===== config.mk =====
export PLATFORM = sky130hd
export DESIGN_NAME = calendar_date_stepper_top
export DESIGN_NICKNAME = d
export VERILOG_FILES = /design/src/hdl/cds_pkg.sv /design/src/hdl/cds_ctrl.sv /design/src/hdl/cds_dp.sv /design/src/hdl/calendar_date_stepper_top.sv
export SDC_FILE = /design/constraint.sdc
export NUM_CORES = 1
export LEC_CHECK = 0
export ABC_AREA = 0
export BUFFER_PORTS_ARGS = -buffer_cell sky130_fd_sc_hd__buf_2
export CORE_MARGIN = 2
export CORE_UTILIZATION = 58
export CTS_CLUSTER_DIAMETER = 120
export DETAILED_ROUTE_END_ITERATION = 10
export GPL_TIMING_DRIVEN = 0
export PLACE_DENSITY = 0.79
export SLEW_MARGIN = 20
export SYNTH_ARGS = -nofsm -noshare
export SYNTH_HDL_FRONTEND = slang
export SYNTH_SLANG_ARGS = --single-unit

===== constraint.sdc =====
create_clock -name clk_i -period 6.5 [get_ports clk_i]
set_input_delay 0.975 -clock clk_i [delete_from_list [all_inputs] [get_ports clk_i]]
set_output_delay 0.975 -clock clk_i [all_outputs]
set_load 0.05 [all_outputs]

===== src/hdl/cds_pkg.sv =====
// ----------------------------------------------------------------------------
// cds_pkg
// shared types, codes and calendar helpers for the calendar date stepper
// ----------------------------------------------------------------------------
package cds_pkg;

  localparam int unsigned YEAR_W  = 14;
  localparam int unsigned MONTH_W = 4;
  localparam int unsigned DAY_W   = 5;
  localparam int unsigned DIFF_W  = 22;
  localparam int unsigned CNT_IN_W = 22;
  localparam int unsigned DATE_W  = YEAR_W + MONTH_W + DAY_W;

  localparam logic [1:0] MODE_DIFF = 2'd0;
  localparam logic [1:0] MODE_ADD  = 2'd1;
  localparam logic [1:0] MODE_SUB  = 2'd2;

  localparam logic [1:0] STATUS_OK      = 2'd0;
  localparam logic [1:0] STATUS_INVALID = 2'd1;
  localparam logic [1:0] STATUS_RANGE   = 2'd2;

  localparam logic [YEAR_W-1:0]  YEAR_MAX = 14'd9999;
  localparam logic [MONTH_W-1:0] MONTH_JAN = 4'd1;
  localparam logic [MONTH_W-1:0] MONTH_FEB = 4'd2;
  localparam logic [MONTH_W-1:0] MONTH_DEC = 4'd12;
  localparam logic [DAY_W-1:0]   DAY_FIRST = 5'd1;
  localparam logic [DAY_W-1:0]   DAY_LAST_DEC = 5'd31;

  typedef struct packed {
    logic load;
    logic step;
    logic publish;
  } cmd_t;

  typedef struct packed {
    logic fin;
  } sts_t;

  typedef struct packed {
    logic [YEAR_W-1:0]  year;
    logic [MONTH_W-1:0] month;
    logic [DAY_W-1:0]   day;
    logic [DIFF_W-1:0]  diff;
    logic [1:0]         status;
  } res_t;

  function automatic logic [DAY_W-1:0] month_len(input logic [YEAR_W-1:0] y,
                                                 input logic [MONTH_W-1:0] m);
    logic [DAY_W-1:0] len;
    case (m) inside
      MONTH_FEB: len = (y[1:0] == 2'b00) ? 5'd29 : 5'd28;
      4'd4, 4'd6, 4'd9, 4'd11: len = 5'd30;
      default: len = 5'd31;
    endcase
    return len;
  endfunction

  function automatic logic date_valid(input logic [YEAR_W-1:0] y,
                                      input logic [MONTH_W-1:0] m,
                                      input logic [DAY_W-1:0] d);
    return (y <= YEAR_MAX) && (m >= MONTH_JAN) && (m <= MONTH_DEC) &&
           (d >= DAY_FIRST) && (d <= month_len(y, m));
  endfunction

endpackage


===== src/hdl/cds_ctrl.sv =====
// ----------------------------------------------------------------------------
// cds_ctrl
// sequencer: load a transaction, step the datapath until done, hand off result
// ----------------------------------------------------------------------------
module cds_ctrl (
  input  logic          clk_i,
  input  logic          rst_ni,
  input  logic          in_valid_i,
  output logic          in_ready_o,
  input  logic          out_free_i,
  input  cds_pkg::sts_t sts_i,
  output cds_pkg::cmd_t cmd_o
);
  import cds_pkg::*;

  typedef enum logic [2:0] {
    ST_IDLE = 3'b001,
    ST_RUN  = 3'b010,
    ST_DONE = 3'b100
  } state_e;

  state_e state_q, state_d;

  always_comb begin
    state_d     = state_q;
    cmd_o       = '0;
    in_ready_o  = 1'b0;
    case (state_q)
      ST_IDLE: begin
        in_ready_o = 1'b1;
        if (in_valid_i) begin
          cmd_o.load = 1'b1;
          state_d    = ST_RUN;
        end
      end
      ST_RUN: begin
        if (sts_i.fin) begin
          state_d = ST_DONE;
        end else begin
          cmd_o.step = 1'b1;
        end
      end
      ST_DONE: begin
        if (out_free_i) begin
          cmd_o.publish = 1'b1;
          state_d       = ST_IDLE;
        end
      end
      default: state_d = ST_IDLE;
    endcase
  end

  always_ff @(posedge clk_i or negedge rst_ni) begin
    if (!rst_ni) begin
      state_q <= ST_IDLE;
    end else begin
      state_q <= state_d;
    end
  end

endmodule


===== src/hdl/cds_dp.sv =====
// ----------------------------------------------------------------------------
// cds_dp
// datapath: input checks, current and target date, day counter, one-day step
// ----------------------------------------------------------------------------
module cds_dp #(
  parameter int unsigned COUNT_WIDTH = 22
) (
  input  logic                             clk_i,
  input  logic                             rst_ni,
  input  cds_pkg::cmd_t                    cmd_i,
  input  logic [1:0]                       mode_i,
  input  logic [cds_pkg::YEAR_W-1:0]       first_year_i,
  input  logic [cds_pkg::MONTH_W-1:0]      first_month_i,
  input  logic [cds_pkg::DAY_W-1:0]        first_day_i,
  input  logic [cds_pkg::YEAR_W-1:0]       second_year_i,
  input  logic [cds_pkg::MONTH_W-1:0]      second_month_i,
  input  logic [cds_pkg::DAY_W-1:0]        second_day_i,
  input  logic [cds_pkg::CNT_IN_W-1:0]     day_count_i,
  output cds_pkg::sts_t                    sts_o,
  output cds_pkg::res_t                    res_o
);
  import cds_pkg::*;

  localparam logic [COUNT_WIDTH-1:0] CntMax = '1;

  logic [1:0]             mode_q;
  logic [1:0]             err_q, err_d;
  logic [YEAR_W-1:0]      y_q, ty_q;
  logic [MONTH_W-1:0]     m_q, tm_q;
  logic [DAY_W-1:0]       d_q, td_q;
  logic [COUNT_WIDTH-1:0] cnt_q;

  logic             first_ok, second_ok, too_big, first_later;
  logic             fwd, at_target, at_top, at_bottom, at_edge;
  logic [DAY_W-1:0] cur_len, prev_len;
  logic [MONTH_W-1:0] prev_month;

  assign first_ok    = date_valid(first_year_i, first_month_i, first_day_i);
  assign second_ok   = date_valid(second_year_i, second_month_i, second_day_i);
  assign too_big     = 33'(day_count_i) > 33'(CntMax);
  assign first_later = {first_year_i, first_month_i, first_day_i} >
                       {second_year_i, second_month_i, second_day_i};

  always_comb begin
    err_d = STATUS_OK;
    if ((mode_i != MODE_DIFF && mode_i != MODE_ADD && mode_i != MODE_SUB) ||
        !first_ok) begin
      err_d = STATUS_INVALID;
    end else if (mode_i == MODE_DIFF) begin
      if (!second_ok) begin
        err_d = STATUS_INVALID;
      end
    end else if (too_big) begin
      err_d = STATUS_RANGE;
    end
  end

  assign fwd        = (mode_q != MODE_SUB);
  assign at_target  = {y_q, m_q, d_q} == {ty_q, tm_q, td_q};
  assign at_top     = {y_q, m_q, d_q} == {YEAR_MAX, MONTH_DEC, DAY_LAST_DEC};
  assign at_bottom  = {y_q, m_q, d_q} == {{YEAR_W{1'b0}}, MONTH_JAN, DAY_FIRST};
  assign at_edge    = fwd ? at_top : at_bottom;
  assign cur_len    = month_len(y_q, m_q);
  assign prev_month = m_q - MONTH_JAN;
  assign prev_len   = month_len(y_q, prev_month);

  always_comb begin
    sts_o.fin = 1'b0;
    if (err_q != STATUS_OK) begin
      sts_o.fin = 1'b1;
    end else if (mode_q == MODE_DIFF) begin
      sts_o.fin = at_target || (cnt_q == CntMax);
    end else begin
      sts_o.fin = (cnt_q == '0) || at_edge;
    end
  end

  always_comb begin
    res_o = '0;
    if (err_q != STATUS_OK) begin
      res_o.status = err_q;
    end else if (mode_q == MODE_DIFF) begin
      res_o.diff = DIFF_W'(cnt_q);
    end else if (cnt_q != '0) begin
      res_o.status = STATUS_RANGE;
    end else begin
      res_o.year  = y_q;
      res_o.month = m_q;
      res_o.day   = d_q;
    end
  end

  always_ff @(posedge clk_i or negedge rst_ni) begin
    if (!rst_ni) begin
      mode_q <= MODE_DIFF;
      err_q  <= STATUS_OK;
      cnt_q  <= '0;
    end else if (cmd_i.load) begin
      mode_q <= mode_i;
      err_q  <= err_d;
      cnt_q  <= (mode_i == MODE_DIFF) ? '0 : COUNT_WIDTH'(day_count_i);
    end else if (cmd_i.step) begin
      cnt_q  <= (mode_q == MODE_DIFF) ? cnt_q + 1'b1 : cnt_q - 1'b1;
    end
  end

  always_ff @(posedge clk_i) begin
    if (cmd_i.load) begin
      if (mode_i == MODE_DIFF && first_later) begin
        y_q  <= second_year_i;
        m_q  <= second_month_i;
        d_q  <= second_day_i;
        ty_q <= first_year_i;
        tm_q <= first_month_i;
        td_q <= first_day_i;
      end else begin
        y_q  <= first_year_i;
        m_q  <= first_month_i;
        d_q  <= first_day_i;
        ty_q <= second_year_i;
        tm_q <= second_month_i;
        td_q <= second_day_i;
      end
    end else if (cmd_i.step) begin
      if (fwd) begin
        if (d_q == cur_len) begin
          d_q <= DAY_FIRST;
          if (m_q == MONTH_DEC) begin
            m_q <= MONTH_JAN;
            y_q <= y_q + 1'b1;
          end else begin
            m_q <= m_q + 1'b1;
          end
        end else begin
          d_q <= d_q + 1'b1;
        end
      end else begin
        if (d_q == DAY_FIRST) begin
          if (m_q == MONTH_JAN) begin
            m_q <= MONTH_DEC;
            d_q <= DAY_LAST_DEC;
            y_q <= y_q - 1'b1;
          end else begin
            m_q <= prev_month;
            d_q <= prev_len;
          end
        end else begin
          d_q <= d_q - 1'b1;
        end
      end
    end
  end

endmodule


===== src/hdl/calendar_date_stepper_top.sv =====
// ----------------------------------------------------------------------------
// calendar_date_stepper_top
// date difference and day add/subtract, stepped one calendar day per cycle
//
// channel   dir  tdata                                   tuser
// s_axis    in   dates and day count (see port comment)  mode
// m_axis    out  result date and difference              status
//
// an item goes through accept, one step per day stepped, finish and hand-off;
// steps is day_count for add/subtract (fewer when the calendar edge stops it),
// the span in days (capped at 2^COUNT_WIDTH-1) for difference, zero when an
// input is rejected; the single day-step unit in cds_dp does all stepping
// reset clears the sequencer and the output valid flag; no clearing pass
// a new transaction is taken while a finished result waits in m_axis
// ----------------------------------------------------------------------------
module calendar_date_stepper_top #(
  parameter int unsigned COUNT_WIDTH = 22
) (
  input  logic        clk_i,
  input  logic        rst_ni,
  input  logic        s_axis_tvalid_i,
  output logic        s_axis_tready_o,
  // first_year, first_month, first_day, second_year, second_month,
  // second_day, day_count, zero pad
  input  logic [71:0] s_axis_tdata_i,
  // mode
  input  logic [1:0]  s_axis_tuser_i,
  output logic        m_axis_tvalid_o,
  input  logic        m_axis_tready_i,
  // result_year, result_month, result_day, difference_days, zero pad
  output logic [47:0] m_axis_tdata_o,
  // status
  output logic [1:0]  m_axis_tuser_o
);
  import cds_pkg::*;

  cmd_t cmd;
  sts_t sts;
  res_t res;
  logic out_free;

  logic        out_valid_q;
  logic [47:0] out_data_q;
  logic [1:0]  out_user_q;

  assign out_free = !out_valid_q || m_axis_tready_i;

  cds_ctrl u_ctrl (
    .clk_i      (clk_i),
    .rst_ni     (rst_ni),
    .in_valid_i (s_axis_tvalid_i),
    .in_ready_o (s_axis_tready_o),
    .out_free_i (out_free),
    .sts_i      (sts),
    .cmd_o      (cmd)
  );

  cds_dp #(
    .COUNT_WIDTH (COUNT_WIDTH)
  ) u_dp (
    .clk_i          (clk_i),
    .rst_ni         (rst_ni),
    .cmd_i          (cmd),
    .mode_i         (s_axis_tuser_i),
    .first_year_i   (s_axis_tdata_i[13:0]),
    .first_month_i  (s_axis_tdata_i[17:14]),
    .first_day_i    (s_axis_tdata_i[22:18]),
    .second_year_i  (s_axis_tdata_i[36:23]),
    .second_month_i (s_axis_tdata_i[40:37]),
    .second_day_i   (s_axis_tdata_i[45:41]),
    .day_count_i    (s_axis_tdata_i[67:46]),
    .sts_o          (sts),
    .res_o          (res)
  );

  always_ff @(posedge clk_i or negedge rst_ni) begin
    if (!rst_ni) begin
      out_valid_q <= 1'b0;
    end else if (cmd.publish) begin
      out_valid_q <= 1'b1;
    end else if (m_axis_tready_i) begin
      out_valid_q <= 1'b0;
    end
  end

  always_ff @(posedge clk_i) begin
    if (cmd.publish) begin
      out_data_q <= {3'b000, res.diff, res.day, res.month, res.year};
      out_user_q <= res.status;
    end
  end

  assign m_axis_tvalid_o = out_valid_q;
  assign m_axis_tdata_o  = out_data_q;
  assign m_axis_tuser_o  = out_user_q;

endmodule


Word-level counts from Yosys, hierarchy flattened
Index checks and enable logic that the tools add are counted.
W data, S select, Z words.
{ "totals": {"register_bits": 123, "output_inout_bits": 52} }
{ "classes": {"addsub": 8, "order_cmp": 11, "eq_ne": 39, "n_mux": 63, "n_bitwise": 1, "reduce_logical": 39} }
{ "op_table": {"columns": ["cell", "n"], "rows": [
  ["$mux W14", 9],
  ["$mux W22", 4],
  ["$mux W5", 12],
  ["$eq A4 B4 Y1 const B", 9],
  ["$mux W4", 9],
  ["$eq A4 B3 Y1 const B", 8],
  ["$le A14 B14 Y1 const B", 2],
  ["$eq A23 B23 Y1", 1],
  ["$eq A23 B23 Y1 const B", 1],
  ["$eq A23 B6 Y1 const B", 1],
  ["$gt A23 B23 Y1", 1],
  ["$add A22 B1 Y22 const B", 1],
  ["$eq A22 B22 Y1 const B", 1],
  ["$logic_not A22 Y1", 1],
  ["$reduce_bool A22 Y1", 1],
  ["$sub A22 B1 Y22 const B", 1],
  ["$mux W1", 20],
  ["$eq A4 B2 Y1 const B", 4],
  ["$reduce_or A4 Y1", 4],
  ["$add A14 B1 Y14 const B", 1],
  ["$sub A14 B1 Y14 const B", 1],
  ["$logic_and A1 B1 Y1", 11],
  ["$ge A5 B1 Y1 const B", 2],
  ["$le A5 B5 Y1", 2],
  ["28 further kinds", 54]
]} }

Logic depth before layout (Yosys ltp)
{ "logic_depth": {"ltp_word": 10, "depth_mapped": 13, "mapped_depth_nobuf": 11} }

Modules after synthesis
Synthesis repeated with hierarchy kept, for this count alone.
{ "hier_totals": {"cells_unflattened": 884, "hier_area_um2": 8821.0} }
{ "modules_own_cells": {"columns": ["module", "instances", "cells_per_inst", "area_each_um2", "seq_area_each_um2"], "rows": [
  ["cds_dp", 1, 813, 7149.4, 2006.9],
  ["calendar_date_stepper_top", 1, 54, 1485.2, 1436.4],
  ["cds_ctrl", 1, 17, 186.4, 76.3]
]} }

Worst setup path before layout
Ideal clock, no wire load.
{ "synth_path": {"kind": "input to register", "start": "input port m_axis_tready_i", "end": "register out_data_q[0] (netlist: m_axis_tdata_o[0]), enable pin", "arrival_time_ns": 4.599, "t_required_ns": 5.980, "slack_ns": 1.381, "path_stages": 2, "n_path_buf": 0, "path_cell_list": "nand2b_1 -> nor3b_1"} }
{ "synth_lines": {"columns": ["item", "line", "rtl"], "rows": [
  ["start: declaration", "calendar_date_stepper_top.sv:29", "input logic m_axis_tready_i,"],
  ["end signal: assignment", "calendar_date_stepper_top.sv:88", "out_data_q <= {3'b000, res.diff, res.day, res.month, res.year};"],
  ["end: declaration", "calendar_date_stepper_top.sv:43", "logic [47:0] out_data_q;"]
]} }

Worst setup path in the final report
{ "layout_path": {"start": "register u_dp.mode_q[1]", "end": "register u_dp.cnt_q[21]"} }
{ "layout_via": {"elab_chain_len": 8, "elab_cells_between_ends": 12} }
{ "layout_lines": {"columns": ["item", "line", "rtl"], "rows": [
  ["start: declaration", "cds_dp.sv:26", "logic [1:0] mode_q;"],
  ["start signal: assignment", "cds_dp.sv:99", "mode_q <= mode_i;"],
  ["$ne A2 B2 Y1", "cds_dp.sv:58", "assign fwd = (mode_q != MODE_SUB);"],
  ["$mux W1", "cds_dp.sv:62", "assign at_edge = fwd ? at_top : at_bottom;"],
  ["$logic_or A1 B1 Y1", "cds_dp.sv:74", "sts_o.fin = (cnt_q == '0) || at_edge;"],
  ["$mux W1", "cds_dp.sv:71", "end else if (mode_q == MODE_DIFF) begin"],
  ["$mux W1", "cds_dp.sv:69", "if (err_q != STATUS_OK) begin"],
  ["$mux W1", "cds_ctrl.sv:37", "if (sts_i.fin) begin"],
  ["$mux W1", "cds_ctrl.sv:28", "case (state_q)"],
  ["$reduce_bool A2 Y1 (no source line)", null, null],
  ["end signal: assignment", "cds_dp.sv:101", "cnt_q <= (mode_i == MODE_DIFF) ? '0 : COUNT_WIDTH'(day_count_i);"],
  ["end signal: assignment", "cds_dp.sv:103", "cnt_q <= (mode_q == MODE_DIFF) ? cnt_q + 1'b1 : cnt_q - 1'b1;"],
  ["end: declaration", "cds_dp.sv:31", "logic [COUNT_WIDTH-1:0] cnt_q;"]
]} }
Several ways; a longest one is shown, not always the timed one. The select of a mux whose other input is x is not followed.
A chain may end at the register's enable or synchronous reset.

==> flow_metrics.py <==
metrics = {
    "routing": {
        "wl_per_cell_um": 18.59,
        "drc": 0,
        "wirelength_mm": 23.24,
        "drt-initial-drc-count": 810,
        "first_pass_iters": 7,
        "routed_via_density": 6.138,
        "ant_nets": 0,
        "vias": 7672,
    },
    "setup_path": {
        "endpoint_kind": "flop",
        "worstSetupPathType": "flop to flop",
        "r2r_start": "u_dp.mode_q[1]",
        "path_max_fanout": 24,
        "startpoint": "u_dp.mode_q[1]",
        "rrSetupSlack_ns": 2.73,
        "reg2reg_depth": 11,
        "start_kind": "flop",
        "critPathRequiredTime_ns": 6.82,
        "cp.arrival_ns": 4.10,
        "reg2reg_to": "u_dp.cnt_q[21]",
        "cp-endpoint": "u_dp.cnt_q[21]",
    },
    "die": {
        "die_height_um": 125.6,
        "coreArea_mm2": 0.01448,
        "std_cell_rows": 44,
        "die_w_um": 125.6,
        "dieArea_mm2": 0.01577,
        "io_pins": 130,
        "initial_core_util_pct": 59.19,
    },
    "final_layout": {
        "layout.nets": 1189,
        "num_antenna_cells": 0,
        "area_growth_syn_to_layout_pct": 17.52,
        "final_area_mm2": 0.01007,
        "final_cells": 1250,
        "post-route-util_pct": 69.56,
        "drive_gt1_share_pct": 17.92,
        "fill_cells": 1122,
    },
    "place": {
        "postPlaceCellArea_mm2": 0.009479,
        "dp_cells": 1218,
        "io_buffer_count": 122,
        "gp_congestion": 0.9714,
        "dp_slack_ns": 2.748,
        "dpl.hpwl_mm": 17.27,
    },
    "pwr": {
        "cellPowerDensity_mw_per_mm2": 452.5,
        "vdd_drop_max_uv": 275.6,
        "p_leak_nw": 4.097,
        "total_power_mw": 4.557,
    },
    "yosys": {
        "synth_warnings": 0,
        "synth.area.top_cells": "edfxtp_1, ha_1, dfrtp_1, xnor2_1, o21ai_0",
        "synthArstFlopShare_pct": 23.77,
        "synth_cell_types": 70,
        "synth.most_common_cell": "edfxtp_1",
        "yosys-top-cells-count": "edfxtp_1, nand2_1, o21ai_0, a21oi_1, ha_1",
        "yosysSeqAreaShare_pct": 41.07,
        "synth_area_mm2": 0.008571,
        "ys_seq_elements": 122,
        "postSynthCellCount": 905,
        "avgSynthCellArea_um2": 9.470,
        "yosys.area.top_type_share_pct": 32.58,
        "synth-edff-count": 93,
        "synthFlopType": "edfxtp_1",
        "netlist.top_cell.by_area": "edfxtp_1",
    },
    "clocking": {
        "cts_tree": "built",
        "clk_pin_slew_ns": 0.06,
        "postCtsSetupBuffers": 0,
        "clockRootBuffer": "clkbuf_16",
        "ctsResizeCount": 0,
        "htreeDepth": 4,
        "numCtsBuffers": 17,
        "clock-sinks": 122,
        "ctsLongestPathBuffers": 2,
        "clock_latency_ns": 0.43,
        "postCtsHoldBufs": 0,
    },
    "timing": {
        "slew_viol_final": 0,
        "rsz0062_at_grt": "false",
        "period_needed_ns": 3.774,
        "worst_pin_slew_ns": 0.8729,
        "setup_violations": 0,
        "setup_tns_ns": 0,
        "worst_slack_ns": 2.726,
        "holdWs_ns": 0.5209,
        "max_freq_ghz": 0.2650,
        "fin_crit_sh_pct": 58.06,
        "fin_worst_skew_ns": 0.009925,
        "finalHoldViolations": 0,
        "slew-limit-headroom_pct": 41.74,
    },
    "flow_run": {
        "drv_cap": 0,
    },
    "worst_hold_path": {
        "hold_class": "flop to flop",
    },
    "global_route": {
        "grt_max_degree": 32,
        "grt_pass1_vias": 7035,
        "antenna_found_initial": 0,
        "grt_pass1_wl_mm": 37.61,
        "grt_overflow": 0,
        "grt_usage_pct": 30.02,
    },
    "run_status": {
        "outcome": "finished clean",
    },
}
## registers in the layout (all words and copies together) (netlist names), 4 cells and up
name / count
u_dp.m_q: 4
u_dp.cnt_q: 22
u_dp.d_q: 5
u_dp.y_q: 14
m_axis_tdata_o: 45
u_dp.tm_q: 4
u_dp.td_q: 5
u_dp.ty_q: 14
## layout make-up
type                            count  area (µm²)  share of cell area (%)
Clock inverter                     14       161.4                   1.602
Buffer                             58       270.3                   2.683
Tap cell                          184       230.2                   2.286
Multi-Input combinational cell    687        4647                   46.14
Clock buffer                       18       429.2                   4.261
Sequential cell                   122        3520                   34.94
Inverter                           40       150.1                   1.491
Timing Repair Buffer              127       664.4                   6.596
## routing by layer
layer | track usage, % | wire (µm) | vias up
li1 | - | - | 3642
met2 | 45.56 | 10320 | 407
met5 | 0 | 0 | -
met3 | 3.766 | 2100 | 42
met4 | 8.627 | 459 | 0
met1 | 45.36 | 10360 | 3581
## cells by family after synthesis
family | count (synthesis) | synth area share, %
other | 1 | 0.04375
AO/OA/AOI/OAI | 227 | 16.63
multiplexers | 34 | 4.044
adder cells (fa/ha/maj) | 58 | 8.555
buffers and inverters | 98 | 4.890
flip-flops | 122 | 41.07
XOR/XNOR | 61 | 6.234
AND/OR/NAND/NOR | 304 | 18.54
## critical path: stages (launching register included)
cell      delay (ns)
dfrtp_1         0.41
nor2_1          0.29
inv_1           0.48
ha_1            0.48
a211oi_1        0.35
o211ai_1        0.27
a311oi_1        0.32
a21oi_1         0.14
a221oi_1        0.35
xnor2_1         0.19
a211oi_1        0.11
a311oi_1        0.28
## power by group
group	switching [mW]	leakage [nW]	total (mW)	internal (mW)
logic	1.41	2.59	2.32	0.914
clock network	0.389	0.273	0.962	0.573
registers	0.197	1.24	1.27	1.08
## how the worst min path moves through the flow
| stage | start | endpoint | slack (ns) | cells after the start |
|---|---|---|---|---|
| final | u_ctrl.state_q[0] | u_ctrl.state_q[2] | 0.52 | 1 |
| after global routing | u_ctrl.state_q[0] | u_ctrl.state_q[2] | 0.54 | 1 |
| after CTS | u_ctrl.state_q[0] | u_ctrl.state_q[2] | 0.53 | 1 |
| after detailed placement | u_ctrl.state_q[0] | u_ctrl.state_q[2] | 0.51 | 1 |
| after global placement | u_ctrl.state_q[0] | u_ctrl.state_q[2] | 0.50 | 1 |
| after floorplan | u_ctrl.state_q[0] | u_ctrl.state_q[2] | 0.48 | 1 |
## cell usage in the layout (no fill, tap or decap), drive strengths merged, types with 5 or more instances in the layout
cell,n
a211oi,9
a21o,19
a21oi,64
a221oi,5
a311oi,9
a31oi,5
and2,45
and3,9
buf,146
clkbuf,57
clkinvlp,5
dfrtp,28
edfxtp,93
ha,57
inv,47
mux2i,32
nand2,77
nand2b,6
nand3,34
nand4,24
nor2,33
nor2b,7
nor3,28
nor3b,8
nor4,14
o211ai,7
o21ai,72
or4,5
xnor2,44
xor2,17
(Power assumes the default switching activity.)
